$ cat config.mk
export PLATFORM = sky130hd
export DESIGN_NAME = zdpsf_ram
export DESIGN_NICKNAME = d
export VERILOG_FILES = /design/src/hdl/zdpsf_ram.sv
export SDC_FILE = /design/constraint.sdc
export NUM_CORES = 2
export LEC_CHECK = 0
export ABC_AREA = 1
export BUFFER_PORTS_ARGS = -buffer_cell sky130_fd_sc_hd__buf_2
export CORE_MARGIN = 1
export CORE_UTILIZATION = 45
export DETAILED_ROUTE_END_ITERATION = 16
export SLEW_MARGIN = 25
export SYNTH_ARGS = -nofsm -noshare
export SYNTH_HDL_FRONTEND = slang
export SYNTH_SLANG_ARGS = --single-unit
$ cat constraint.sdc
create_clock -name clk -period 5.4 [get_ports clk]
set_clock_uncertainty 0.1 [all_clocks]
set_input_delay 0.54 -clock clk [delete_from_list [all_inputs] [get_ports clk]]
set_output_delay 0.54 -clock clk [all_outputs]
set_load 0.02 [all_outputs]
$ cat src/hdl/zdpsf_ram.sv
// ----------------------------------------------------------------------------
// zdpsf_ram - generic single-clock RAM
// One write port and one read port; read data is registered.
// ----------------------------------------------------------------------------
`default_nettype none

module zdpsf_ram #(
    parameter int WIDTH = 8,
    parameter int DEPTH = 256
) (
    input  wire logic                     clk,
    input  wire logic                     wr_en,
    input  wire logic [$clog2(DEPTH)-1:0] wr_addr,
    input  wire logic [WIDTH-1:0]         wr_data,
    input  wire logic                     rd_en,
    input  wire logic [$clog2(DEPTH)-1:0] rd_addr,
    output logic      [WIDTH-1:0]         rd_data
);

    logic [WIDTH-1:0] mem [DEPTH];

    // Write port
    always_ff @(posedge clk)
    begin
        if (wr_en)
        begin
            mem[wr_addr] <= wr_data;
        end
    end

    // Registered read port
    always_ff @(posedge clk)
    begin
        if (rd_en)
        begin
            rd_data <= mem[rd_addr];
        end
    end

endmodule

`default_nettype wire

* Word-level counts from Yosys, hierarchy flattened
Memory sizes are Yosys's and may differ from the RTL's. A register that Yosys moved wholly into a read port is not among the register bits. Cells that the tools add are included.
Operators by class: mux-type cells 2
Operators with widths (number):
- two-way mux 1 bit | 2
Word-level totals: output and inout port bits 8, word-level logic and storage cells 3, flip-flop bits (word level) 0, bits in writable memories 2048, input port bits 27, memories 1
Memories:
- mem | words 256, width 8, read ports 1, clocked after memory_dff 1, write ports 1, line 20 | logic [WIDTH-1:0] mem [DEPTH];

* Depth between registers and ports, before layout
word-level depth 2, mapped depth 15, mapped depth without buffers 11

* Worst setup path before layout
OpenSTA, ideal clock, no wires.
path type input to register, from input port wr_en, to memory mem[162][0], enable pin, data required time 4930 ps, stages on the path 4, data arrival time 1661 ps, slack 3269 ps, cell sequence clkbuf_1 > nand3_1 > clkbuf_1 > nor2_1
On the way: longest elaborated chain between the ends 2
RTL lines:
- from (decl) | line 12 | input wire logic wr_en,
- two-way mux 1 bit | line 25 | if (wr_en)
- two-way mux 1 bit (not written as such) | line 27 | mem[wr_addr] <= wr_data;
- to (decl) | line 20
Every way passes these cells.

==> metrics.md <==
| Metric | Value |
|---|---|
| Die ar. | `0.187 mm^2` |
| Mapped Nets | `7,030` |
| Yosys Warn Count | `0` |
| First-pass GRT wire length | `344,000 um` |
| Clock H-tree levels | `4` |
| Worst hold path depth | `1` |
| Sequential cell area | `0.0617 mm^2` |
| Total wire length | `234,000 um` |
| Area growth, synth to finish | `10.3%` |
| Global-route usage over all layers | `24.9%` |
| Final HPWL DP | `128,000 um` |
| Post-route DRC | `0` |
| Worst IR Drop VDD | `329 uV` |
| DIE WIDTH | `433 um` |
| Clock sinks | `2,056` |
| Setup Viol. Count Final | `0` |
| Layout fillers | `15,899` |
| P per Cell Area | `364 mW/mm^2` |
| Worst-Skew Late Latency | `860 ps` |
| CP required | `5910 ps` |
| Setup CP Type | `input pin to flip-flop` |
| Power share of the combinational group | `6.0%` |
| MaxCap Viol Count | `0` |
| Area of the multi-input gates | `0.0192 mm^2` |
| Slew headroom | `19.7%` |
| CP Data Arrival Time | `3490 ps` |
| Placed cell area | `0.0855 mm^2` |
| Initial DRC count | `6,404` |
| Commonest non-fill, non-tap cell in the layout | `nand2_1` |
| Deepest clock path buffer count | `3` |
| RSZ-0062 raised after global routing | `false` |
| GR Overflow Total | `0` |
| Post-route ant nets | `0` |
| Core Footprint | `0.184 mm^2` |
| Sw frac | `22.9%` |
| Fin area | `0.0920 mm^2` |
| Clock tree root driver cell | `clkbuf_16` |
| Avg Cell Area, Syn | `11.9 um^2` |
| NetSw | `7680 uW` |
| Setup crit start | `rd_addr[1]` |
| Io pins | `35` |
| Starting Density | `45.4%` |
| Internal | `25,900 uW` |
| Crit-path max FO | `89` |
| Final Cycle Share | `55.3%` |
| Final Critical Period | `2990 ps` |
| Die Y | `433 um` |
| Routability congestion estimate from global placement | `0.868` |
| Post-synthesis cell area | `0.0835 mm^2` |
| Mapped Cells | `7,003` |
| Worst r2r src | `mem[39][1]$_DFFE_PP_` |
| Number of nets in the layout | `6,876` |
| CTS tree | `built` |
| Vias in the first global route | `51,462` |
| Average wire per standard cell | `24.7 um` |
| Clock transition at path regs | `60 ps` |
| Initial antenna violation count | `7` |
| Port Buffers | `34` |
| Reg power frac | `52.5%` |
| DR vias/cell | `5.71` |
| Sequential fraction of the synthesis area | `74.0%` |
| Crit end category | `flip-flop` |
| Final hold viol count | `0` |
| Flops & latches, synth | `2,056` |
| P_leak | `0.0315 uW` |
| Cts bufs inserted | `209` |
| Status | `finished clean` |
| Actual slew at the worst max-slew pin | `1200 ps` |
| Site Rows | `157` |
| Hold Path Class | `input pin to flip-flop` |
| Clock power frac | `41.5%` |
| Largest net degree at the start of global routing | `213` |
| Setup TNS | `0 ps` |
| Worst r2r path cells | `10` |
| Pre-CTS setup slack | `1630 ps` |
| Achievable frequency | `335 MHz` |
| DR pass1 iterations | `6` |
| Pins Over Slew Limit | `0` |
| DR vias | `54,129` |
| Hold Path Origin | `wr_data[4]` |
| Worst setup margin | `2410 ps` |
| CP Launch Type | `input pin` |
| Synth cell types | `13` |
| Layout cells sized above 1 | `5.83%` |
| Commonest non-fill, non-tap cells in the layout | `nand2_1 (2,111), edfxtp_1 (2,056), nand3_1 (2,019), nor2_1 (282), clkbuf_16 (210)` |
[area by class of cell]
cell class / count / share of cell area [%]
flip-flops and latches: 2056 / 67.1
multi-input cells: 4425 / 20.8
clock buffers: 261 / 5.92
well taps: 2464 / 3.35
repair buffers: 118 / 1.48
clock inverters: 111 / 1.12
inverters: 39 / 0.196
diodes: 5 / 0.0136
[metrics by stage]
stage | power (uW) | utilization (%) | std cells | hold WS (ps)
floorplan | 19000 | - | 7003 | 539
global placement | 19900 | 46.6 | 9101 | 895
detailed placement | 19900 | 46.6 | 9101 | 894
CTS | 33700 | 50.1 | 9474 | 69.4
global route | 34400 | 50.1 | 9477 | 93.3
finish | 33500 | 50.1 | 9479 | 93.2
[synth_stat cells (all sizes together)]
cell type | count | share of area [%]
inv | 39 | 0.18
nor2 | 283 | 1.3
buf | 371 | 2.4
nand3 | 2019 | 12
edfxtp | 2056 | 74
nand2 | 2123 | 9.5
clkbuf | 112 | 0.50
[power by group through the flow]
stage	Combinational (uW)	Clock, uW	Sequential (uW)
floorplan	1090	0	18000
global placement	1980	0	18000
detailed placement	1990	0	18000
CTS	2000	14000	17600
global route	2150	14600	17600
finish	2010	13900	17600
[flip-flops by register name, indices dropped and copies added, names as in the netlist]
name and count:
mem 2048, rd_data 8
[cell families (layout without fill, tap and decap cells)]
logic type | after synthesis | in the layout | share of synthesized area, %
and+or+nand+nor | 4425 | 4425 | 22.9
buffers and inverters | 522 | 529 | 3.12
other | 0 | 5 | 0
DFF | 2056 | 2056 | 74.0
[metal layers]
| layer | global-route usage (%) | vias to the layer above | share of wire [%] |
|---|---|---|---|
| li1 | - | 24571 | - |
| met1 | 33.9 | 26852 | 41 |
| met2 | 40.3 | 2283 | 48 |
| met3 | 3.98 | 421 | 7.5 |
| met4 | 9.05 | 2 | 3.5 |
| met5 | 0 | - | 0.029 |
[critical path, cell delays in order]
cell and delay (ps):
buf_8 180, inv_8 690, buf_4 390, nand3_1 110
nand3_1 100, nand3_1 170, nand3_1 290, nand3_1 330
nand3_1 180, nand2_1 110, nand2_1 150, nand2_1 70
[timing repair]
action | 4_1_cts | 5_1_grt
hold buffers | 1 | 0
buffers inserted | 0 | 0
hold endpoints to repair | 4 | 0
resized for setup | 0 | 0
[final timing paths]
check / endpoint / slack [ps]
max: rd_data[1]$_DFFE_PP_ / 2410
min: mem[105][4]$_DFFE_PP_ / 90
max reg2reg: rd_data[1]$_DFFE_PP_ / 3070
min reg2reg: rd_data[7]$_DFFE_PP_ / 980
Power figures use the tool's default switching activity.
